**src/rtl/tbpm_pkg.sv**
```systemverilog
package tbpm_pkg;

    // Quantization modes held in the configuration register. Code 3 is unused.
    typedef enum logic [1:0] {
        MODE_BINARY    = 2'd0,
        MODE_TERN_ACT  = 2'd1,
        MODE_TERN_BOTH = 2'd2
    } quant_mode_t;

    localparam int LANE_BITS   = 8;
    localparam int LANE_CNT_W  = $clog2(LANE_BITS + 1);
    localparam int LANE_DIFF_W = LANE_CNT_W + 1;

    localparam int SUM_W       = 20;
    localparam int OUT_TDATA_W = ((SUM_W + 7) / 8) * 8;

    typedef logic signed [LANE_DIFF_W-1:0] lane_diff_t;
    typedef logic signed [SUM_W-1:0]       conv_sum_t;

    // Side information that travels with a request through the lane stage.
    typedef struct packed {
        logic outside;
        logic last;
    } tap_ctrl_t;

endpackage

```
**src/rtl/tbpm_lane.sv**
```systemverilog
module tbpm_lane (
    input  logic [1:0]                     mode,
    input  logic [tbpm_pkg::LANE_BITS-1:0] pos,
    input  logic [tbpm_pkg::LANE_BITS-1:0] neg,
    input  logic [tbpm_pkg::LANE_BITS-1:0] wa,
    input  logic [tbpm_pkg::LANE_BITS-1:0] wb,
    input  logic [tbpm_pkg::LANE_BITS-1:0] mask,
    output tbpm_pkg::lane_diff_t           diff
);
    import tbpm_pkg::*;

    logic [LANE_BITS-1:0]  plus_bits;
    logic [LANE_BITS-1:0]  minus_bits;
    logic [LANE_CNT_W-1:0] plus_cnt;
    logic [LANE_CNT_W-1:0] minus_cnt;

    // Classify each channel product as +1, -1 or zero.
    always_comb begin
        case (mode)
            MODE_BINARY: begin
                minus_bits = (pos ^ wa) & mask;
                plus_bits  = ~(pos ^ wa) & mask;
            end
            MODE_TERN_ACT: begin
                minus_bits = ((pos & ~wa) | (neg & wa)) & mask;
                plus_bits  = ((pos & wa) | (neg & ~wa)) & mask;
            end
            MODE_TERN_BOTH: begin
                minus_bits = ((pos & wa) | (neg & wb)) & mask;
                plus_bits  = ((pos & wb) | (neg & wa)) & mask;
            end
            default: begin
                minus_bits = '0;
                plus_bits  = '0;
            end
        endcase
    end

    always_comb begin
        plus_cnt  = '0;
        minus_cnt = '0;
        for (int i = 0; i < LANE_BITS; i++) begin
            plus_cnt  = plus_cnt + LANE_CNT_W'(plus_bits[i]);
            minus_cnt = minus_cnt + LANE_CNT_W'(minus_bits[i]);
        end
    end

    assign diff = $signed({1'b0, plus_cnt}) - $signed({1'b0, minus_cnt});

endmodule

```
**src/rtl/tbpm_merge.sv**
```systemverilog
module tbpm_merge #(
    parameter int LANES = 4
) (
    input  logic                 aclk,
    input  logic                 aresetn,
    input  logic                 advance,
    input  tbpm_pkg::tap_ctrl_t  ctrl,
    input  tbpm_pkg::lane_diff_t diff [LANES],
    input  logic                 out_take,
    output logic                 out_valid,
    output tbpm_pkg::conv_sum_t  out_sum
);
    import tbpm_pkg::*;

    localparam int TAP_W = $clog2(LANES * LANE_BITS + 1) + 1;

    logic signed [TAP_W-1:0] tap_sum;
    logic signed [SUM_W:0]   wide_sum;
    conv_sum_t               sat_sum;

    conv_sum_t acc_reg;
    conv_sum_t acc_next;
    logic      out_valid_reg;
    logic      out_valid_next;
    conv_sum_t out_sum_reg;
    conv_sum_t out_sum_next;

    // Merge the lane counts into the tap value.
    always_comb begin
        tap_sum = '0;
        for (int l = 0; l < LANES; l++) begin
            tap_sum = tap_sum + TAP_W'(diff[l]);
        end
    end

    // The tap value is far narrower than the sum, so one extra bit flags overflow.
    always_comb begin
        if (ctrl.outside) begin
            wide_sum = (SUM_W + 1)'(acc_reg);
        end else begin
            wide_sum = (SUM_W + 1)'(acc_reg) + (SUM_W + 1)'(tap_sum);
        end
        if (wide_sum[SUM_W] != wide_sum[SUM_W-1]) begin
            sat_sum = wide_sum[SUM_W] ? {1'b1, {(SUM_W - 1){1'b0}}}
                                      : {1'b0, {(SUM_W - 1){1'b1}}};
        end else begin
            sat_sum = wide_sum[SUM_W-1:0];
        end
    end

    always_comb begin
        acc_next       = acc_reg;
        out_valid_next = out_valid_reg && !out_take;
        out_sum_next   = out_sum_reg;
        if (advance) begin
            if (ctrl.last) begin
                acc_next       = '0;
                out_valid_next = 1'b1;
                out_sum_next   = sat_sum;
            end else begin
                acc_next = sat_sum;
            end
        end
    end

    always_ff @(posedge aclk) begin
        if (!aresetn) begin
            acc_reg       <= '0;
            out_valid_reg <= 1'b0;
        end else begin
            acc_reg       <= acc_next;
            out_valid_reg <= out_valid_next;
        end
        out_sum_reg <= out_sum_next;
    end

    assign out_valid = out_valid_reg;
    assign out_sum   = out_sum_reg;

endmodule

```
**src/rtl/ternary_binary_popcount_mac.sv**
```systemverilog
// Path: a result appears on m_tdata once the request carrying last_tap has
// passed the lane stage register and then the merge stage output register.
// Throughput: one request per cycle, sustained while results are taken; the
// input stalls only when a finished sum is still waiting on the output.
// Reset (aresetn low, synchronous): clears the accumulator, the pipeline valid
// flags and quant_mode, which returns to binary mode.
module ternary_binary_popcount_mac #(
    parameter int WORD_BITS = 32
) (
    input  logic aclk,
    input  logic aresetn,

    // Configuration: quant_mode, written when cfg_wr_en is high.
    input  logic       cfg_wr_en,
    input  logic [1:0] cfg_wr_data,

    // Request channel.
    input  logic s_tvalid,
    output logic s_tready,
    // s_tdata, from bit 0 up: act_plane_pos, act_plane_neg, weight_plane_a,
    // weight_plane_b, channels_in_word, then zero fill to a whole byte.
    input  logic [((4 * WORD_BITS + $clog2(WORD_BITS + 1) + 7) / 8) * 8 - 1:0] s_tdata,
    // s_tuser, from bit 0 up: tap_outside.
    input  logic [0:0] s_tuser,
    // s_tlast: last_tap.
    input  logic       s_tlast,

    // Result channel.
    output logic m_tvalid,
    input  logic m_tready,
    // m_tdata, from bit 0 up: conv_sum (signed), then zero fill.
    output logic [tbpm_pkg::OUT_TDATA_W-1:0] m_tdata
);
    import tbpm_pkg::*;

    localparam int CNT_W = $clog2(WORD_BITS + 1);
    localparam int LANES = (WORD_BITS + LANE_BITS - 1) / LANE_BITS;
    localparam int PAD_W = LANES * LANE_BITS;

    // The user must change the quantization mode only while the block is idle;
    // the block does not enforce this. The lanes read it directly.
    logic [1:0] mode_reg;

    always_ff @(posedge aclk) begin
        if (!aresetn) begin
            mode_reg <= MODE_BINARY;
        end else if (cfg_wr_en) begin
            mode_reg <= cfg_wr_data;
        end
    end

    // Unpack the request. Words are widened to a whole number of lanes; the
    // extra bits are masked away because they lie above the channel count.
    logic [PAD_W-1:0] act_pos;
    logic [PAD_W-1:0] act_neg;
    logic [PAD_W-1:0] wgt_a;
    logic [PAD_W-1:0] wgt_b;
    logic [CNT_W-1:0] chan_cnt;
    logic [CNT_W-1:0] chan_clamp;
    logic [PAD_W-1:0] chan_mask;

    assign act_pos  = PAD_W'(s_tdata[0 +: WORD_BITS]);
    assign act_neg  = PAD_W'(s_tdata[WORD_BITS +: WORD_BITS]);
    assign wgt_a    = PAD_W'(s_tdata[2 * WORD_BITS +: WORD_BITS]);
    assign wgt_b    = PAD_W'(s_tdata[3 * WORD_BITS +: WORD_BITS]);
    assign chan_cnt = s_tdata[4 * WORD_BITS +: CNT_W];

    // A channel count beyond the word is taken as the full word.
    assign chan_clamp = (chan_cnt > CNT_W'(WORD_BITS)) ? CNT_W'(WORD_BITS) : chan_cnt;

    always_comb begin
        for (int g = 0; g < PAD_W; g++) begin
            chan_mask[g] = (g < int'(chan_clamp));
        end
    end

    // Each lane counts +1 and -1 products over one byte of channels.
    lane_diff_t lane_diff [LANES];

    for (genvar l = 0; l < LANES; l++) begin : g_lane
        tbpm_lane u_lane (
            .mode (mode_reg),
            .pos  (act_pos[l * LANE_BITS +: LANE_BITS]),
            .neg  (act_neg[l * LANE_BITS +: LANE_BITS]),
            .wa   (wgt_a[l * LANE_BITS +: LANE_BITS]),
            .wb   (wgt_b[l * LANE_BITS +: LANE_BITS]),
            .mask (chan_mask[l * LANE_BITS +: LANE_BITS]),
            .diff (lane_diff[l])
        );
    end

    // Lane stage register. An ordinary tap always moves on into the
    // accumulator; a last tap waits only while the previous sum is unclaimed.
    logic       s1_valid_reg;
    logic       s1_valid_next;
    tap_ctrl_t  s1_ctrl_reg;
    lane_diff_t s1_diff_reg [LANES];
    logic       s1_advance;
    logic       s_accept;
    logic       out_valid;
    conv_sum_t  out_sum;

    assign s1_advance = s1_valid_reg && (!s1_ctrl_reg.last || !out_valid || m_tready);
    assign s_tready   = !s1_valid_reg || s1_advance;
    assign s_accept   = s_tvalid && s_tready;

    always_comb begin
        s1_valid_next = s1_valid_reg;
        if (s_accept) begin
            s1_valid_next = 1'b1;
        end else if (s1_advance) begin
            s1_valid_next = 1'b0;
        end
    end

    always_ff @(posedge aclk) begin
        if (!aresetn) begin
            s1_valid_reg <= 1'b0;
        end else begin
            s1_valid_reg <= s1_valid_next;
        end
        if (s_accept) begin
            s1_ctrl_reg.outside <= s_tuser[0];
            s1_ctrl_reg.last    <= s_tlast;
            s1_diff_reg         <= lane_diff;
        end
    end

    // Merge stage: adds the lane counts, accumulates with saturation and holds
    // the finished sum in the output register.
    tbpm_merge #(
        .LANES (LANES)
    ) u_merge (
        .aclk      (aclk),
        .aresetn   (aresetn),
        .advance   (s1_advance),
        .ctrl      (s1_ctrl_reg),
        .diff      (s1_diff_reg),
        .out_take  (m_tready),
        .out_valid (out_valid),
        .out_sum   (out_sum)
    );

    assign m_tvalid = out_valid;
    assign m_tdata  = OUT_TDATA_W'($unsigned(out_sum));

endmodule

```
**config.mk**
```make
export PLATFORM = sky130hd
export DESIGN_NAME = ternary_binary_popcount_mac
export DESIGN_NICKNAME = d
export VERILOG_FILES = /design/src/rtl/tbpm_pkg.sv /design/src/rtl/tbpm_lane.sv /design/src/rtl/tbpm_merge.sv /design/src/rtl/ternary_binary_popcount_mac.sv
export SDC_FILE = /design/constraint.sdc
export NUM_CORES = 1
export LEC_CHECK = 0
export BUFFER_PORTS_ARGS = -buffer_cell sky130_fd_sc_hd__buf_2
export CORE_AREA = 2 2 152 139
export DETAILED_ROUTE_END_ITERATION = 8
export DIE_AREA = 0 0 154 141
export GPL_TIMING_DRIVEN = 0
export PLACE_DENSITY = 0.68
export SYNTH_ARGS = -nofsm -noshare
export SYNTH_HDL_FRONTEND = slang
export SYNTH_SLANG_ARGS = --single-unit
```
**constraint.sdc**
```tcl
create_clock -name aclk -period 11.9 [get_ports aclk]
set_clock_uncertainty 0.15 [all_clocks]
set_input_delay 1.19 -clock aclk [delete_from_list [all_inputs] [get_ports aclk]]
set_output_delay 1.19 -clock aclk [all_outputs]
set_load 0.05 [all_outputs]
```
Word level (Yosys, flattened, before mapping)
Index checks and enable logic that the tools add are counted.
W data, S select, Z words.

cells by class
  reductions and logical operators = 13
  multiplexer cells = 17
  equal/unequal tests = 3
  bitwise gates (word level) = 76
  add/subtract/negate cells = 64
  order comparisons = 33

operators by type and width
  cell                  count
  $and A8 B8 Y8         48
  $add A4 B1 Y4         48
  $pmux W8 S3           8
  $or A8 B8 Y8          16
  $lt A5 B6 Y1 const A  16
  $not A8 Y8            8
  $mux W20              3
  $lt A4 B6 Y1 const A  8
  $xor A8 B8 Y8         4
  $lt A3 B6 Y1 const A  4
  $add A20 B7 Y21       1
  $mux W21              1
  $sub A4 B4 Y5         4
  $add A1 B1 Y2         8
  $lt A1 B6 Y1 const A  2
  $lt A2 B6 Y1 const A  2
  $add A6 B5 Y7         1
  $add A7 B5 Y7         1
  $add A5 B5 Y6         1
  $gt A6 B6 Y1 const B  1
  $mux W6               1
  $logic_not A1 Y1      4
  $mux W1               4
  $logic_and A1 B1 Y1   3
  7 further kinds       9

storage, ports and cells
  flip-flop bits (word level) = 66

Longest topological paths before layout
  depth in word-level cells = 13
  mapped depth = 20
  mapped depth without buffers = 16

By module
Synthesis repeated with hierarchy kept, for this count alone.

unflattened totals
  cell total of the unflattened synthesis = 1040
  area total of the unflattened synthesis = 9796.9 um^2

by module, submodules not included
  module                       seq. area each (um^2)  instances  area an instance (um^2)  cells each
  tbpm_lane                    0.0                    4          1277.5                   144
  tbpm_merge                   1021.0                 1          3514.6                   364
  ternary_binary_popcount_mac  720.7                  1          1172.4                   100

Least setup slack after synthesis
Ideal clock, no wire load.

  path kind = input to register
  from = input port s_tdata[132]
  to = register s1_diff_reg[8] (netlist bit), data pin
  library setup time = 258 ps
  path slack = 6310 ps
  path buffers = 2
  arrival time = 5183 ps
  stages on the path = 17
  required time = 11492 ps
  cells stage by stage = clkbuf_1 -> nor2_1 -> or2_2 -> clkbuf_1 -> a21oi_1 -> and3_1 -> ha_1 -> inv_1 -> fa_1 -> fa_1 -> fa_1 -> inv_1 -> fa_1 -> ha_1 -> a21o_1 -> a21oi_1 -> xnor2_1

on the way
  word-level cells in the longest chain between the ends = 13
  elaborated cells on any way between the ends = 33
  classes of those cells = add/sub: 15; order compare: 9; mux: 3; bitwise: 6

ends and longest elaborated chain
  item                                                  RTL line                            RTL
  start: declaration                                    ternary_binary_popcount_mac.sv:22   input logic [((4 * WORD_BITS + $clog2(WORD_BITS + 1) + 7) / 8) * 8 - 1:0] s_tdata,
  $gt A6 B6 Y1                                          ternary_binary_popcount_mac.sv:69   assign chan_clamp = (chan_cnt > CNT_W'(WORD_BITS)) ? CNT_W'(WORD_BITS) : chan_cnt;
  $mux W6 (*)                                           ternary_binary_popcount_mac.sv:69
  $lt A5 B6 Y1                                          ternary_binary_popcount_mac.sv:73   chan_mask[g] = (g < int'(chan_clamp));
  $and A8 B8 Y8 (tied with other cells)                 tbpm_lane.sv:30                     plus_bits = ((pos & wb) | (neg & wa)) & mask;
  $pmux W8 S3                                           tbpm_lane.sv:19                     case (mode)
  $add A1 B1 Y2, on equally long branches               tbpm_lane.sv:43, tbpm_lane.sv:44
  $add A4 B1 Y4, on equally long branches (6 in a row)  tbpm_lane.sv:43, tbpm_lane.sv:44
  $sub A4 B4 Y5 (*)                                     tbpm_lane.sv:48                     assign diff = $signed({1'b0, plus_cnt}) - $signed({1'b0, minus_cnt});
  named net g_lane[2].u_lane.diff[3]                    tbpm_lane.sv:8                      output tbpm_pkg::lane_diff_t diff
  end signal: assignment                                ternary_binary_popcount_mac.sv:125  s1_diff_reg <= lane_diff;
  end: declaration                                      ternary_binary_popcount_mac.sv:97   lane_diff_t s1_diff_reg [LANES];

Mark *: on every way through the listed nets, which the timed path passes. The rest lies on a longest branch.
A chain may end at the register's enable or synchronous reset.

Final worst setup path
  from = register mode_reg[1]
  to = register s1_diff_reg[18] (netlist bit), data pin

on the way
  word-level cells in the longest chain between the ends = 10
  elaborated cells on any way between the ends = 20
  classes of those cells = add/sub: 15; eq/ne: 2; mux: 2; reduce/logical: 1

ends and longest elaborated chain
  item                                                  RTL line                           RTL
  start: declaration                                    ternary_binary_popcount_mac.sv:42  logic [1:0] mode_reg;
  start signal: assignment                              ternary_binary_popcount_mac.sv:48  mode_reg <= cfg_wr_data;
  $eq A2 B2 Y1 (tied with other cells)                  tbpm_lane.sv:19
  $pmux W8 S3                                           tbpm_lane.sv:19
  $add A1 B1 Y2, on equally long branches               tbpm_lane.sv:43, tbpm_lane.sv:44
  $add A4 B1 Y4, on equally long branches (6 in a row)  tbpm_lane.sv:43, tbpm_lane.sv:44
  $sub A4 B4 Y5 (*)                                     tbpm_lane.sv:48
  named net g_lane[0].u_lane.diff[3]                    tbpm_lane.sv:8

Marks and branches as above.

==> impl_summary.txt <==
----------------------------------------------------
[Run status]
  Outcome ... finished, final reports clean

[Synthesis]
  EDFF count, synth ... 42
  Synthesized flop and latch total ... 66
  Synth top area cells ... fa_1, edfxtp_1, ha_1, mux2_2, dfxtp_1
  Yosys cell types ... 58
  Synthesized instance count ... 1011
  Share of the yosys chip area belonging to registers ... 18.67%
  Avg Synthesized Cell Area ... 9.227 µm²
  Synth Flop Type ... edfxtp_1
  Warnings from Yosys ... 0
  Syn Std Cell Area ... 9329 µm²
  Cell type with the highest aggregate area in the netlist ... fa_1
  Proportion of netlist area held by the largest area contributor ... 14.16%
  Async set-reset flop share out of synthesis ... 0%

[Global route]
  GRT overflow ... 0
  Number of global-route vias before repair ... 8174
  Maximum number of pins on one net before global-route repair ... 18
  Wire length of the first global-routing pass ... 41.06 mm
  Antenna violations before repair ... 3
  Global-route usage over all layers ... 23.46%

[Die]
  Placement Rows ... 50
  Std-Cell Core Area ... 20330 µm²
  Horiz. Die Dim ... 154 µm
  Total Die Area ... 21710 µm²
  Initial Util ... 45.88%
  Floorplan die height ... 141 µm
  # IOs ... 171

[Routing]
  First DRT Iteration DRCs ... 430
  Total detailed-routing wirelength ... 25.12 mm
  Antenna Nets Post-Route ... 0
  Total DRC errors in the routed layout ... 0
  Via density ... 5.641
  Number of search-and-repair iterations in the first detailed-routing pass ... 5
  Vias ... 8213
  Avg WL per Cell ... 17.25 µm

[Placement]
  Gpl congestion ... 0.9620
  Detail Placement HPWL ... 20.60 mm
  Placed instance area ... 10520 µm²
  Total of buffers placed on input and output ports ... 163

[Clock network]
  Number of setup buffers added after CTS ... 0
  Total of cells resized after clock tree synthesis ... 0
  Clock Sinks ... 66
  Post-CTS Hold Buffers ... 0
  TritonCTS clock tree ... done
  CTS HTree Levels ... 3
  Inserted Clock Buffers ... 9
  Clock-pin transition on the worst setup and hold timing paths ... 0.06 ns
  Maximum buffer depth of the clock tree ... 2
  Later-pin clock latency in the skew report ... 0.34 ns
  Root buffer cell ... clkbuf_16

[Worst setup path]
  Critical Path RT ... 11.84 ns
  CP cell instances ... ha_1, clkbuf_1, clkbuf_1, clkbuf_1, clkbuf_1, a22oi_1, o21ai_0, and2_1, ha_1, inv_1, fa_1, fa_1, fa_1, fa_1, ha_1, a21o_1, a21oi_1, xnor2_1
  Endpoint arrival time on the critical path ... 6.21 ns
  Largest stage delay on the critical path ... 0.63 ns
  Start point of the critical path ... mode_reg[1]
  Kind of start point of the critical path ... flop
  Critical R2R Launch ... mode_reg[1]
  Critical-path top delay cell ... fa_1
  Critical path start-end classification ... reg2reg
  Max FO, Critical Path ... 10
  Type of element capturing the critical path ... flop

[STA]
  Final number of max-transition violations ... 0
  Total count of hold-check failures in the final report ... 0
  Min Tclk post-route ... 6.270 ns
  Highest Clock Rate ... 159.5 MHz
  Setup repair after global routing missed its margin ... no
  Post-route clock period utilization ... 52.69%
  Final setup vio count ... 0
  Worst hold margin ... 0.3438 ns
  Transition time of the tightest slew-check pin ... 1.059 ns
  Final setup TNS ... 0 ns
  Slew Limit Headroom ... 29.35%

[Job]
  Max-cap violation count ... 0

[Finish]
  Number of nets at the end of the flow ... 1497
  Highest-count cells in the layout ignoring fill and taps ... buf_2, nand2_1, ha_1
  Commonest non-fill, non-tap cell in the layout ... buf_2
  Layout-stage area growth over the synthesis result ... 16.07%
  Cell area after layout ... 10830 µm²
  Fraction of final layout cells with drive strength greater than 1 ... 24.10%

[Min path]
  Kind of path behind the tightest hold check ... reg2reg
  Hold wc startpoint ... u_merge.acc_reg[11]

----------------------------------------------------
## metrics by stage
stage          setup slack (ns)  utilization (%)  std cells
2_1_floorplan             6.310                -       1014
3_3_place_gp              5.720            51.55       1437
3_5_place_dp              5.684            51.72       1439
4_1_cts                   5.668            53.24       1455
5_1_grt                   5.339            53.24       1455
6_report                  5.630            53.26       1456
## synth_stat cells (7+ instances only)
library cell and number:
a21o_1 49, a21oi_1 45, a221o_1 31, a22o_1 40
a22oi_1 31, a31oi_1 7, and2_1 10, and3_1 13
clkbuf_1 49, dfxtp_1 24, edfxtp_1 42, fa_1 66
ha_1 96, inv_1 92, maj3_1 8, maj3_2 10
mux2_2 71, nand2_1 98, nand3_1 32, nor2_1 24
nor2b_1 14, o21ai_0 53, o21ai_1 14, xnor2_1 12
xor2_1 20
## cells by family after synthesis
group,share of synthesized area (%)
AOI/OAI and AO/OA,22.17
muxes,8.892
DFF,18.67
adders and majority gates,29.10
xor gates and xnor gates,3.702
and+or+nand+nor,11.13
buffers and inverters,6.290
other,0.04020
## critical path: cells and delay by family, from the launching register on
family                     cells  cell delay (ns)
xor gates and xnor gates       1             0.08
adders and majority gates      7             2.75
buffers and inverters          5             1.77
DFF                            1             0.45
AOI/OAI and AO/OA              4             0.65
and+or+nand+nor                1             0.15
## per-layer routing
| metal | part of all wire [%] | wire (µm) | global-route usage (%) |
|---|---|---|---|
| met3 | 6.1 | 1529 | 4.365 |
| met1 | 45 | 11370 | 31.39 |
| met4 | 2.3 | 581 | 7.083 |
| met5 | 0 | 0 | 0 |
| met2 | 46 | 11640 | 38.80 |
## area by class of cell
| type | count | area (µm²) |
|---|---|---|
| Antenna cell | 1 | 2.502 |
| Buffer | 56 | 241.5 |
| Clock buffer | 15 | 279.0 |
| Clock inverter | 1 | 30.03 |
| Fill cell | 1878 | 9504 |
| Inverter | 92 | 345.3 |
| Multi-Input combinational cell | 800 | 7020 |
| Sequential cell | 66 | 1742 |
| Tap cell | 260 | 325.3 |
| Timing Repair Buffer | 165 | 842.1 |
## path summary, 6_finish.rpt
check / cells after the start / end / slack (ns)
max: 18 / s1_diff_reg[18] / 5.63
min: 2 / u_merge.acc_reg[11] / 0.34
max reg2reg: 18 / s1_diff_reg[18] / 5.63
min reg2reg: 2 / u_merge.acc_reg[11] / 0.34
Power is left out: the tool's default activity adds up to more than one toggle a clock period on the data nets, which glitch-free logic cannot reach.
